### config.mk
export PLATFORM = sky130hd
export DESIGN_NAME = tile_to_hilbert_cell_id_core
export DESIGN_NICKNAME = d
export VERILOG_FILES = /design/src/rtl/core/tthc_pkg.sv /design/src/rtl/core/tile_to_hilbert_cell_id_core.sv /design/src/rtl/core/tthc_datapath.sv /design/src/rtl/core/tthc_ctrl.sv
export SDC_FILE = /design/constraint.sdc
export NUM_CORES = 1
export LEC_CHECK = 0
export ABC_AREA = 1
export BUFFER_PORTS_ARGS = -buffer_cell sky130_fd_sc_hd__buf_2
export CAP_MARGIN = 20
export CORE_MARGIN = 3
export CORE_UTILIZATION = 58
export DETAILED_ROUTE_END_ITERATION = 8
export GPL_ROUTABILITY_DRIVEN = 0
export GPL_TIMING_DRIVEN = 0
export PLACE_DENSITY = 0.82
export SETUP_SLACK_MARGIN = 0.05
export SLEW_MARGIN = 20
export SYNTH_ARGS = -nofsm -noshare
export SYNTH_HDL_FRONTEND = slang
export SYNTH_HIERARCHICAL = 1
export SYNTH_SLANG_ARGS = --single-unit
### constraint.sdc
create_clock -name clk -period 7.1 [get_ports clk]
set_input_delay 1.065 -clock clk [delete_from_list [all_inputs] [get_ports clk]]
set_output_delay 1.065 -clock clk [all_outputs]
set_load 0.05 [all_outputs]
### src/rtl/core/tthc_pkg.sv
package tthc_pkg;

	localparam int FACE_W     = 3;
	localparam int LEVEL_W    = 5;
	localparam int COORD_W    = 30;
	localparam int ID_W       = 64;
	localparam int FACE_SHIFT = 61;
	localparam int MAX_FACE   = 5;

	// Datapath commands issued by the sequencer.
	typedef struct packed {
		logic load;
		logic step;
		logic finish;
	} cmd_t;

	// Datapath status back to the sequencer.
	typedef struct packed {
		logic done;
	} sts_t;

endpackage

### src/rtl/core/tile_to_hilbert_cell_id_core.sv
// Flow: an accepted input beat is loaded, then stepped once per level digit,
//   then finished once the output register is free, which packs the id.
// Throughput: in_stall holds a new beat off until the current one is
//   finished; rejected and level-zero items skip the digit steps.
// Reset: arst_n clears the sequencer and the output valid flag at once;
//   payload registers are not reset.
module tile_to_hilbert_cell_id_core #(
	parameter int MAX_LEVEL = 30
) (
	input  logic                          clk,
	input  logic                          arst_n,
	input  logic                          in_valid,
	output logic                          in_stall,
	input  logic [tthc_pkg::FACE_W-1:0]   face,
	input  logic [tthc_pkg::LEVEL_W-1:0]  level,
	input  logic [tthc_pkg::COORD_W-1:0]  x_coord,
	input  logic [tthc_pkg::COORD_W-1:0]  y_coord,
	output logic                          out_valid,
	input  logic                          out_stall,
	output logic [tthc_pkg::ID_W-1:0]     cell_id,
	output logic                          rejected
);
	import tthc_pkg::*;

	// Commands from the sequencer, status back from the datapath.
	cmd_t cmd;
	sts_t sts;

	// Sequencer: take a beat when idle, advance one level per cycle, and
	// wait until the output register is free before the result is packed.
	tthc_ctrl u_ctrl (
		.clk       (clk),
		.arst_n    (arst_n),
		.in_valid  (in_valid),
		.in_stall  (in_stall),
		.out_valid (out_valid),
		.out_stall (out_stall),
		.cmd       (cmd),
		.sts       (sts)
	);

	// Datapath: swap coordinates on odd faces, peel off one Hilbert digit
	// per level from the top, rotate or reflect the remaining bits, then
	// pack face, index and level marker into the output register. The
	// output register lets the next beat enter while a result waits.
	tthc_datapath #(
		.MAX_LEVEL (MAX_LEVEL)
	) u_datapath (
		.clk      (clk),
		.arst_n   (arst_n),
		.cmd      (cmd),
		.sts      (sts),
		.face     (face),
		.level    (level),
		.x_coord  (x_coord),
		.y_coord  (y_coord),
		.cell_id  (cell_id),
		.rejected (rejected)
	);

endmodule

### src/rtl/core/tthc_datapath.sv
module tthc_datapath #(
	parameter int MAX_LEVEL = 30
) (
	input  logic                          clk,
	input  logic                          arst_n,
	input  tthc_pkg::cmd_t                cmd,
	output tthc_pkg::sts_t                sts,
	input  logic [tthc_pkg::FACE_W-1:0]   face,
	input  logic [tthc_pkg::LEVEL_W-1:0]  level,
	input  logic [tthc_pkg::COORD_W-1:0]  x_coord,
	input  logic [tthc_pkg::COORD_W-1:0]  y_coord,
	output logic [tthc_pkg::ID_W-1:0]     cell_id,
	output logic                          rejected
);
	import tthc_pkg::*;

	localparam int IDX_W  = 2 * MAX_LEVEL;
	localparam int CNT_W  = $clog2(MAX_LEVEL + 1);
	localparam int BIT_W  = (MAX_LEVEL > 1) ? $clog2(MAX_LEVEL) : 1;
	localparam int BASE_W = $clog2(IDX_W + 1);
	localparam int LOW_W  = FACE_SHIFT;

	logic [FACE_W-1:0]    face_q;
	logic [LEVEL_W-1:0]   level_q;
	logic                 reject_q;
	logic [MAX_LEVEL-1:0] u_q;
	logic [MAX_LEVEL-1:0] v_q;
	logic [IDX_W-1:0]     index_q;
	logic [CNT_W-1:0]     cnt_q;
	logic [ID_W-1:0]      cell_id_q;
	logic                 rejected_q;

	logic                 bad;
	logic [BIT_W-1:0]     bit_idx;
	logic                 rx;
	logic                 ry;
	logic [BASE_W-1:0]    base;
	logic [LOW_W-1:0]     low;

	assign bad = (face > FACE_W'(MAX_FACE)) || (level > LEVEL_W'(MAX_LEVEL));

	assign bit_idx = BIT_W'(cnt_q - 1'b1);
	assign rx      = u_q[bit_idx];
	assign ry      = v_q[bit_idx];

	// Left-align the index with its marker below it, under the face bits.
	assign base = BASE_W'(IDX_W) - BASE_W'({level_q, 1'b0});
	assign low  = LOW_W'({index_q, 1'b1}) << base;

	assign sts.done = (cnt_q == '0);

	always_ff @(posedge clk or negedge arst_n) begin
		if (!arst_n) begin
			cnt_q <= '0;
		end else if (cmd.load) begin
			cnt_q <= bad ? '0 : CNT_W'(level);
		end else if (cmd.step) begin
			cnt_q <= cnt_q - 1'b1;
		end
	end

	always_ff @(posedge clk) begin
		if (cmd.load) begin
			face_q   <= face;
			level_q  <= level;
			reject_q <= bad;
			index_q  <= '0;
			u_q      <= face[0] ? y_coord[MAX_LEVEL-1:0] : x_coord[MAX_LEVEL-1:0];
			v_q      <= face[0] ? x_coord[MAX_LEVEL-1:0] : y_coord[MAX_LEVEL-1:0];
		end else if (cmd.step) begin
			index_q <= IDX_W'({index_q, rx, rx ^ ry});
			if (!ry) begin
				if (rx) begin
					u_q <= ~v_q;
					v_q <= ~u_q;
				end else begin
					u_q <= v_q;
					v_q <= u_q;
				end
			end
		end
		if (cmd.finish) begin
			cell_id_q  <= reject_q ? '0 : {face_q, low};
			rejected_q <= reject_q;
		end
	end

	assign cell_id  = cell_id_q;
	assign rejected = rejected_q;

	// A digit is only taken while levels remain.
	a_step_needs_count: assert property (@(posedge clk) disable iff (!arst_n)
		cmd.step |-> cnt_q != '0)
		else $error("step issued with no levels left");

endmodule

### src/rtl/core/tthc_ctrl.sv
module tthc_ctrl (
	input  logic           clk,
	input  logic           arst_n,
	input  logic           in_valid,
	output logic           in_stall,
	output logic           out_valid,
	input  logic           out_stall,
	output tthc_pkg::cmd_t cmd,
	input  tthc_pkg::sts_t sts
);
	import tthc_pkg::*;

	typedef enum logic {
		IDLE,
		BUSY
	} state_t;

	state_t state_q;
	logic   out_valid_q;
	logic   out_free;

	assign out_free   = !out_valid_q || !out_stall;
	assign in_stall   = (state_q != IDLE);
	assign cmd.load   = (state_q == IDLE) && in_valid;
	assign cmd.step   = (state_q == BUSY) && !sts.done;
	assign cmd.finish = (state_q == BUSY) && sts.done && out_free;
	assign out_valid  = out_valid_q;

	always_ff @(posedge clk or negedge arst_n) begin
		if (!arst_n) begin
			state_q     <= IDLE;
			out_valid_q <= 1'b0;
		end else begin
			case (state_q)
				IDLE: begin
					if (in_valid) begin
						state_q <= BUSY;
					end
				end
				BUSY: begin
					if (sts.done && out_free) begin
						state_q <= IDLE;
					end
				end
				default: begin
					state_q <= IDLE;
				end
			endcase
			if (cmd.finish) begin
				out_valid_q <= 1'b1;
			end else if (out_valid_q && !out_stall) begin
				out_valid_q <= 1'b0;
			end
		end
	end

	a_step_finish_excl: assert property (@(posedge clk) disable iff (!arst_n)
		!(cmd.step && cmd.finish))
		else $error("step and finish issued together");

	a_finish_sets_valid: assert property (@(posedge clk) disable iff (!arst_n)
		cmd.finish |=> out_valid_q)
		else $error("finished beat not presented");

	a_no_overwrite: assert property (@(posedge clk) disable iff (!arst_n)
		cmd.finish |-> !(out_valid_q && out_stall))
		else $error("result register overwritten while stalled");

endmodule
==> results of run 1 <==
[synth_stat cells]
cell / instances
nand2_1: 420
o21ai_0: 282
inv_1: 169
nor2_1: 135
edfxtp_1: 134
a21oi_1: 119
clkbuf_1: 84
nand3_1: 81
dfxtp_1: 60
o21ai_1: 59
buf_2: 26
o211ai_1: 22
mux2i_1: 21
a31oi_1: 11
buf_4: 7
dfrtp_1: 7
buf_1: 5
a211oi_1: 4
or2_2: 4
ha_1: 3
a22oi_1: 2
buf_6: 2
nand2_2: 2
nand4_1: 2
o22ai_1: 2
xor2_1: 2
and2_1: 1
inv_2: 1
nor3_1: 1
o32ai_1: 1
xnor2_1: 1
[cells in the final DEF (no fill, tap or decap), drive strengths merged, types with 60 or more instances in the layout]
| cell | n |
|---|---|
| a21oi | 119 |
| nand3 | 81 |
| buf | 181 |
| inv | 170 |
| nor2 | 135 |
| dfxtp | 60 |
| nand2 | 422 |
| edfxtp | 134 |
| o21ai | 341 |
| clkbuf | 109 |
[final cells by class]
| type | instances | area (µm²) |
|---|---|---|
| plain buffers | 124 | 539 |
| clock buffers | 25 | 541 |
| clock inverters | 12 | 181 |
| fillers | 1644 | 6070 |
| inverters | 170 | 638 |
| multi-input cells | 1175 | 5450 |
| flip-flops and latches | 201 | 5400 |
| well taps | 265 | 332 |
| repair buffers | 141 | 766 |
[routing by layer]
layer  part of all wire (%)  vias up  global-route usage (%)
met5                      0        -                       0
met4                    2.9        0                    8.78
met3                     13      104                    6.27
met2                     43      894                    49.3
met1                     41     5710                    47.7
li1                       -     5872                       -
[worst paths after layout]
path	cells past startpoint	endpoint	slack (ns)
worst max register to register	14	u_datapath/v_q[4]$_DFFE_PP_	3.25
min in group clk	2	u_datapath/index_q[37]$_SDFFE_PP0P_	0.49
worst max-delay path	14	u_datapath/v_q[4]$_DFFE_PP_	3.25
worst min register to register	2	u_datapath/index_q[37]$_SDFFE_PP0P_	0.49
worst min-delay path	1	u_datapath/cnt_q[3]$_DFFE_PN0P_	0.39
max in group asynchronous	1	u_ctrl/out_valid$_DFFE_PN0P_	6.54
[per-stage QoR]
stage                     total power [mW]  util (%)
after global placement                6.46      65.4
after floorplan                       5.42         -
after global routing                  8.55      69.5
final                                 8.02      69.5
after detailed placement              6.65      65.9
after CTS                             7.85      69.5
[logic make-up after synthesis]
group                    after synthesis
adder cells (fa/ha/maj)                3
buffers and inverters                294
AO/OA/AOI/OAI                        502
AND/OR/NAND/NOR                      646
XOR/XNOR                               3
flip-flops                           201
multiplexers                          21
[sequential cells by signal (all words and copies together) (netlist names)]
register	cells
u_datapath/face_q	3
u_datapath/u_q	30
u_ctrl/in_stall	1
u_datapath/level_q	5
u_datapath/cell_id	64
u_datapath/index_q	60
u_ctrl/out_valid	1
u_datapath/cnt_q	5
u_datapath/reject_q	1
u_datapath/rejected	1
u_datapath/v_q	30
[power breakdown]
group / leakage (nW) / switching [mW] / total (mW) / internal [mW]
Clock: 0.347 / 0.457 / 1.18 / 0.723
Sequential: 1.85 / 0.282 / 2.35 / 2.07
Combinational: 4.09 / 3.14 / 4.49 / 1.35
==> summary.txt, run 1 <==
Logic synthesis
  • Fraction of the mapped netlist area in adder cells: 0.313%
  • Post-synthesis register bit count: 201
  • Ys Warns: 6
  • Post-Synth Simple-Gate Area: 21.2%
  • Xor/xnor cell area share of the yosys netlist: 0.219%
  • Post-synthesis sequential area ratio: 45.0%
  • Yosys top cell by area: edfxtp_1
  • Synth area leaders: edfxtp_1 34%, nand2_1 13%, o21ai_0 12%
  • Post-Synthesis Cell Area: 12,000 µm²
  • Net count after synthesis: 1,745
  • Post-synthesis mux area share: 1.75%
  • Synth top area share: 33.5%
  • Cell count after synthesis: 1,670
  • Distinct cells, synth: 31
  • Compound-gate portion of the synthesized area: 21.7%
  • Largest family of logic cells by synthesized area: compound AO/OA/AOI/OAI gates
  • Mapped Avg Cell Area: 7.19 µm²

Timing
  • Pins over their slew limit: 0
  • Rel. slew slack: 52.6%
  • Final hold violation count: 0
  • TNS Setup: 0 ns
  • Max Clock Skew: 0.0192 ns
  • Fmax: 260 MHz
  • RSZ-0062 raised after global routing: no
  • Final hold slack: 0.389 ns
  • Final setup violation count: 0
  • PnR worst setup slack: 3.25 ns
  • Slew @ Worst Pin: 0.711 ns
  • Period minus WS final: 3.85 ns
  • Crit share post-route: 54.2%

Finish
  • Area grow syn2layout: 15.3%
  • Nets: 1,909
  • Finished Cell Area: 13,800 µm²
  • Layout cells sized above 1: 11.6%
  • Inserted Diodes: 0
  • Non-Filler Instances: 2,113

Worst setup path
  • Worst Path Required: 7.29 ns
  • Critical path origin: u_datapath/cnt_q[0]$_DFFE_PN0P_
  • R2R Path Start: u_datapath/cnt_q[0]$_DFFE_PN0P_
  • Crit-path most repeated cell: nand3_1
  • Setup crit end kind: flip-flop
  • Slowest library cell on the worst path: dfrtp_1
  • Critical path type: reg2reg
  • Crit path max-delay family: buffers and inverters
  • Critical Path AT: 4.04 ns
  • Worst Setup Start Kind: flip-flop
  • CP max FO: 40
  • Crit-path cells: inv_2 > buf_2 > buf_2 > ha_1 > buf_2 > inv_1 > buf_4 > nand3_1 > nand3_1 > nand3_1 > nand3_1 > nand3_1 > nand2_4 > buf_12
  • Crit-path max cell delay: 0.44 ns
  • CP Buf/Inv Count: 7

Route
  • DRT Pass-1 Iters: 6
  • Antenna-violating nets left: 0
  • Routed via count: 12,600
  • Via density per instance: 5.95
  • DRC viols: 0
  • Initial drt markers: 1,955
  • WL/cell: 17.8 µm
  • Drt total wl: 37,600 µm

Die
  • Die X: 150 µm
  • Core area: 19,900 µm²
  • # rows: 51
  • Initial core utilization: 60.3%
  • IO Count: 139
  • DIE AREA: 22,500 µm²
  • Die H: 150 µm

Clock tree
  • Clock root cell: clkbuf_16
  • Clock Latency Late Sink: 0.51 ns
  • Max Root-Sink Buffers: 3
  • Cts repair resizes: 0
  • Cts hold-fix bufs: 0
  • Setup Buffers After CTS: 0
  • CTS tree: yes
  • Clock Sinks: 201
  • Clk pin slew, worst setup/hold paths: 0.06 ns
  • TritonCTS Buffers: 21
  • H-tree depth: 1

Power and ir drop
  • Peak VDD IR: 0.441 mV
  • Pleak: 6.29 nW
  • Power Density: 579 nW/µm²

Min path
  • Hold WC Path Type: in2async

Placement
  • Placed Cells: 2,076
  • DPL Wire Length: 27,900 µm
  • Worst slack, placed: 3.41 ns
  • I/O Buffers: 138
  • Placed cell area: 13,100 µm²

Global route
  • Global route overflow: 0
  • First-pass GRT wire length: 58,200 µm
  • Largest net degree at the start of global routing: 41
  • GRT Total Usage: 32.4%
  • Initial antenna violation count: 0
  • Vias in the first global route: 11,100

Flow run
  • Max Cap Viol: 0

Run status
  • Status: complete, no violations
No activity file was read; power rests on OpenSTA's default activity.
==> run 2, diff against run 1 <==
clock period = 3.78 ns   (was 7.1 ns; I/O delays follow)
==> run 2 against run 1 <==
  * Count of clock-buffer cells in the layout increased by 2
  * Utilization increased by 0.47 points
  * Sequential power increased by 87%
  * Fmax increased by 6.1%
  * Register-to-register slack got worse by 3.1 ns
  * Clock power increased by 93%
  * Flip-flop and latch count unchanged
  * Cell count increased by 0.28%
  * Critical path depth increased by 4
==> summary.txt, run 2 (synthesis results as in run 1) <==
Worst setup path
  • Crit-path cells: inv_2 > buf_2 > clkbuf_4 > ha_1 > buf_2 > clkinvlp_4 > buf_4 > nand3_1 > nand3_1 > nand3_1 > nand2_1 > nand2_1 > nand2_2 > buf_6 > clkbuf_4 > nand2_1 > nand2_1 > o21ai_1
  • Worst Setup Start Kind: flip-flop
  • Slowest library cell on the worst path: dfrtp_1
  • Crit-path max cell delay: 0.44 ns
  • Worst Path Required: 4.02 ns
  • Critical path type: reg2reg
  • Critical Path AT: 3.86 ns
  • Crit-path most repeated cell: nand2_1
  • Setup crit end kind: flip-flop
  • CP max FO: 10

Clock tree
  • H-tree depth: 1
  • Clock root cell: clkbuf_16
  • Clock Latency Late Sink: 0.51 ns
  • Clock Sinks: 201
  • TritonCTS Buffers: 23
  • Clk pin slew, worst setup/hold paths: 0.06 ns
  • CTS tree: yes
  • Max Root-Sink Buffers: 3

Finish
  • Area grow syn2layout: 16.1%
  • Max FFs per register: 64
  • Inserted Diodes: 0
  • Most frequent cells in the layout: 419 x nand2_1, 281 x o21ai_0, 168 x inv_1, 162 x buf_2, 135 x nor2_1
  • Nets: 1,913
  • Commonest non-fill, non-tap cell in the layout: nand2_1
  • Non-Filler Instances: 2,119
  • Finished Cell Area: 13,900 µm²
  • Layout cells sized above 1: 12.1%

Route
  • DRC viols: 0
  • Drt total wl: 37,800 µm
  • WL/cell: 17.9 µm
  • Via density per instance: 5.98
  • Antenna-violating nets left: 0
  • Initial drt markers: 2,065
  • DRT Pass-1 Iters: 8
  • Routed via count: 12,700

Timing
  • TNS Setup: 0 ns
  • RSZ-0062 raised after global routing: no
  • Crit share post-route: 95.9%
  • Rel. slew slack: 47.6%
  • Fmax: 276 MHz
  • Max Clock Skew: 0.0163 ns
  • Final setup violation count: 0
  • Slew @ Worst Pin: 0.786 ns
  • Period minus WS final: 3.62 ns
  • Pins over their slew limit: 0
  • Final hold violation count: 0

Global route
  • First-pass GRT wire length: 58,400 µm
  • GRT Total Usage: 32.6%
  • Global route overflow: 0
  • Initial antenna violation count: 0
  • Largest net degree at the start of global routing: 32
  • Vias in the first global route: 11,300

Die
  • Core area: 19,900 µm²
  • Die X: 150 µm
  • Initial core utilization: 60.3%
  • DIE AREA: 22,500 µm²
  • Die H: 150 µm
  • IO Count: 139
  • # rows: 51

Power and ir drop
  • Peak VDD IR: 0.751 mV
  • Power Total: 15.3 mW
  • Power Density: 1100 nW/µm²
  • Pleak: 6.32 nW

Placement
  • Placed Cells: 2,076
  • Placed cell area: 13,100 µm²
  • DPL Wire Length: 27,700 µm
  • I/O Buffers: 138

Run status
  • Status: complete, no violations

Min path
  • Hold WC Path Type: in2reg

Flow run
  • Max Cap Viol: 0
[run 2: area by class of cell]
cell class,count,area [µm²]
Clock inverter,14,179
Sequential cell,201,5400
Tap cell,265,332
Buffer,124,547
Clock buffer,27,591
Multi-Input combinational cell,1176,5470
Timing Repair Buffer,142,776
Inverter,170,642
Fill cell,1623,5970
[run 2: metal layers]
metal	GRT usage, %	up-vias	share of wire [%]
li1	-	5908	-
met1	48.3	5736	40
met2	48.8	937	44
met3	6.63	92	14
met4	8.87	0	2.4
met5	0	-	0
[run 2: path summary, 6_finish.rpt]
path | start | end | slack [ns] | cells past startpoint
max | u_datapath/cnt_q[0]$_DFFE_PN0P_ | u_datapath/v_q[19]$_DFFE_PP_ | 0.16 | 18
max in group asynchronous | arst_n | u_datapath/cnt_q[4]$_DFFE_PN0P_ | 3.11 | 2
max reg2reg | u_datapath/cnt_q[0]$_DFFE_PN0P_ | u_datapath/v_q[19]$_DFFE_PP_ | 0.16 | 18
min reg2reg | u_datapath/index_q[40]$_SDFFE_PP0P_ | u_datapath/index_q[42]$_SDFFE_PP0P_ | 0.48 | 2
min | face[2] | u_datapath/face_q[2]$_DFFE_PP_ | 0.26 | 1
min in group asynchronous | arst_n | u_ctrl/out_valid$_DFFE_PN0P_ | 0.49 | 2
[run 2: what timing repair did]
action	CTS	global route
resized for setup	0	10
endpoints found under the setup margin	0	50
endpoints found under the hold margin	7	0
setup buffers	0	0
hold buffers	1	0
[run 2: power by group]
part	leakage [nW]	internal, mW	switching [mW]	total (mW)
Clock	0.361	1.39	0.892	2.28
Sequential	1.85	3.88	0.523	4.40
Combinational	4.11	2.59	6.06	8.65
Total	6.32	7.87	7.47	15.3
[run 2: worst max-delay path, delay by kind of cell (launching register included)]
family,cells,cell delay (ns)
AOI/OAI and AO/OA,1,0.11
buffers and inverters,8,1.76
DFF,1,0.44
adders and majority gates,1,0.24
and+or+nand+nor,8,0.78
[run 2: per-stage QoR]
step | hold slack [ns] | setup slack [ns] | util [%]
2_1_floorplan | 0.271 | 0.101 | -
3_3_place_gp | 0.414 | -1.25 | 65.4
3_5_place_dp | 0.425 | 0.0605 | 65.9
4_1_cts | 0.254 | 0.0594 | 69.8
5_1_grt | 0.255 | 0.0963 | 70.0
6_report | 0.260 | 0.155 | 70.0
==> run 3, diff against run 2 <==
clock period = 4 ns   (was 3.78 ns; I/O delays follow)
==> run 3 against run 2 <==
  * Fmax is 6.3% lower
  * Design area is 0.26% lower
  * Sequential power is 5.5% lower
  * Register-to-register slack worse by 0.03 ns
  * Critical endpoint is now u_datapath/v_q[0]$_DFFE_PP_
  * Largest power group unchanged
==> summary.txt, run 3 (synthesis results as in run 1) <==
Worst setup path
  • Slowest library cell on the worst path: dfrtp_1
  • Critical Path AT: 4.07 ns
  • Worst Path Required: 4.20 ns
  • R2R Path Start: u_datapath/cnt_q[0]$_DFFE_PN0P_
  • Crit-path cells: inv_2 > buf_2 > buf_2 > ha_1 > buf_2 > inv_1 > buf_4 > nand3_1 > nand3_1 > nand3_1 > nand3_1 > nand3_1 > nand2_4 > buf_12
  • CP max FO: 31
  • Setup crit end kind: flip-flop
  • Critical path type: reg2reg
  • Crit-path most repeated cell: nand3_1
  • Crit-path max cell delay: 0.44 ns
  • Worst Setup Start Kind: flip-flop
  • Worst R2R Path Depth: 14
  • Reg2Reg Setup Slack: 0.13 ns
  • Worst flop-to-flop path endpoint: u_datapath/v_q[0]$_DFFE_PP_

Finish
  • Fill cells: 1,629
  • Commonest non-fill, non-tap cell in the layout: nand2_1
  • Inserted Diodes: 0
  • Layout cells sized above 1: 11.9%
  • Max FFs per register: 64
  • Nets: 1,912
  • Most frequent cells in the layout: 419 x nand2_1, 282 x o21ai_0, 169 x inv_1, 164 x buf_2, 135 x nor2_1
  • Area grow syn2layout: 15.8%

Timing
  • TNS Setup: 0 ns
  • PnR worst setup slack: 0.129 ns
  • Slew @ Worst Pin: 0.708 ns
  • Crit share post-route: 96.8%
  • RSZ-0062 raised after global routing: no
  • Fmax: 258 MHz
  • Rel. slew slack: 52.7%
  • Max Clock Skew: 0.0117 ns
  • Period minus WS final: 3.87 ns
  • Pins over their slew limit: 0
  • Final setup violation count: 0
  • Final hold violation count: 0

Route
  • Initial drt markers: 2,040
  • DRC viols: 0
  • Via density per instance: 5.97
  • DRT Pass-1 Iters: 8
  • Antenna-violating nets left: 0
  • WL/cell: 17.7 µm
  • Routed via count: 12,600
  • Drt total wl: 37,500 µm

Global route
  • Global route overflow: 0
  • Largest net degree at the start of global routing: 32
  • Initial antenna violation count: 0
  • Vias in the first global route: 11,300
  • GRT Total Usage: 32.6%
  • First-pass GRT wire length: 58,400 µm

Die
  • IO Count: 139
  • Initial core utilization: 60.3%
  • # rows: 51
  • Die H: 150 µm
  • Core area: 19,900 µm²
  • Die X: 150 µm
  • DIE AREA: 22,500 µm²

Clock tree
  • CTS tree: yes
  • Clock root cell: clkbuf_16
  • H-tree depth: 1
  • Clk pin slew, worst setup/hold paths: 0.06 ns
  • Cts hold-fix bufs: 1
  • Setup Buffers After CTS: 0
  • Clock Sinks: 201
  • Cts repair resizes: 0
  • Max Root-Sink Buffers: 3
  • Clock Latency Late Sink: 0.51 ns
  • TritonCTS Buffers: 23

Run status
  • Status: complete, no violations

Power and ir drop
  • Peak VDD IR: 0.700 mV
  • Pleak: 6.31 nW
  • Power Total: 14.3 mW
  • Power Density: 1030 nW/µm²

Min path
  • WHS Endpoint: u_datapath/face_q[2]$_DFFE_PP_
  • Hold path startpoint: face[2]
  • Hold Path Stages: 1
  • Hold WC Path Type: in2reg

Flow run
  • Max Cap Viol: 0

Placement
  • I/O Buffers: 138
  • Worst slack, placed: 0.281 ns
  • DPL Wire Length: 27,700 µm
## run 3: changes by cell type in the layout (fill, tap and decap cells not counted), moves of 2 or more
cell      delta
clkbuf_2     -2
clkbuf_4     -2
buf_2        +2
clkbuf_1     +2
## run 3: final cells by class
type                       count  area [µm²]  area share (%)
buffer                       124         539            3.88
inverter                     170         638            4.59
tap                          265         332            2.39
multi-input combinational   1175        5450            39.2
timing repair buffer         142         776            5.58
clock inverter                14         179            1.29
sequential                   201        5400            38.9
clock buffer                  27         591            4.25
## run 3: worst max path at each step
| stage | endpoint | slack, ns | startpoint | cells after the start |
|---|---|---|---|---|
| after global placement | u_datapath/u_q[27]$_DFFE_PP_ | -1.03 | u_datapath/cnt_q[0]$_DFFE_PN0P_ | 13 |
| after global routing | u_datapath/v_q[0]$_DFFE_PP_ | 0.05 | u_datapath/cnt_q[0]$_DFFE_PN0P_ | 14 |
| final | u_datapath/v_q[0]$_DFFE_PP_ | 0.13 | u_datapath/cnt_q[0]$_DFFE_PN0P_ | 14 |
| after floorplan | u_datapath/cell_id[0]$_SDFFCE_PP0P_ | 0.32 | u_datapath/cnt_q[0]$_DFFE_PN0P_ | 8 |
| after detailed placement | u_datapath/u_q[27]$_DFFE_PP_ | 0.28 | u_datapath/cnt_q[0]$_DFFE_PN0P_ | 14 |
| after CTS | u_datapath/v_q[0]$_DFFE_PP_ | 0.28 | u_datapath/cnt_q[0]$_DFFE_PN0P_ | 14 |
## run 3: metal layers
layer  up-vias  GRT usage [%]  share of wire (%)
li1       5895              -                  -
met3       106           6.63                 14
met2       984           48.8                 43
met5         -              0                  0
met4         0           8.87                2.7
met1      5653           48.3                 40
## run 3: report_power, final
group | total (mW) | internal (mW) | switching, mW
clock network | 2.16 | 1.31 | 0.842
logic | 8.01 | 2.40 | 5.61
registers | 4.16 | 3.67 | 0.491
## run 3: metrics by stage
stage / utilization, % / hold WS (ns) / instances / area, µm²
after floorplan: - / 0.304 / 1670 / 12000
after global placement: 65.4 / 0.447 / 2073 / 13000
after detailed placement: 65.9 / 0.458 / 2076 / 13100
after CTS: 69.8 / 0.287 / 2118 / 13900
after global routing: 69.8 / 0.288 / 2118 / 13900
final: 69.8 / 0.297 / 2118 / 13900
## run 3: critical path, delay by kind of cell (launching register included)
family	cells	cell delay (ns)
fa+ha+maj	1	0.26
buf+inv	7	1.80
flops	1	0.44
simple gates	6	1.03
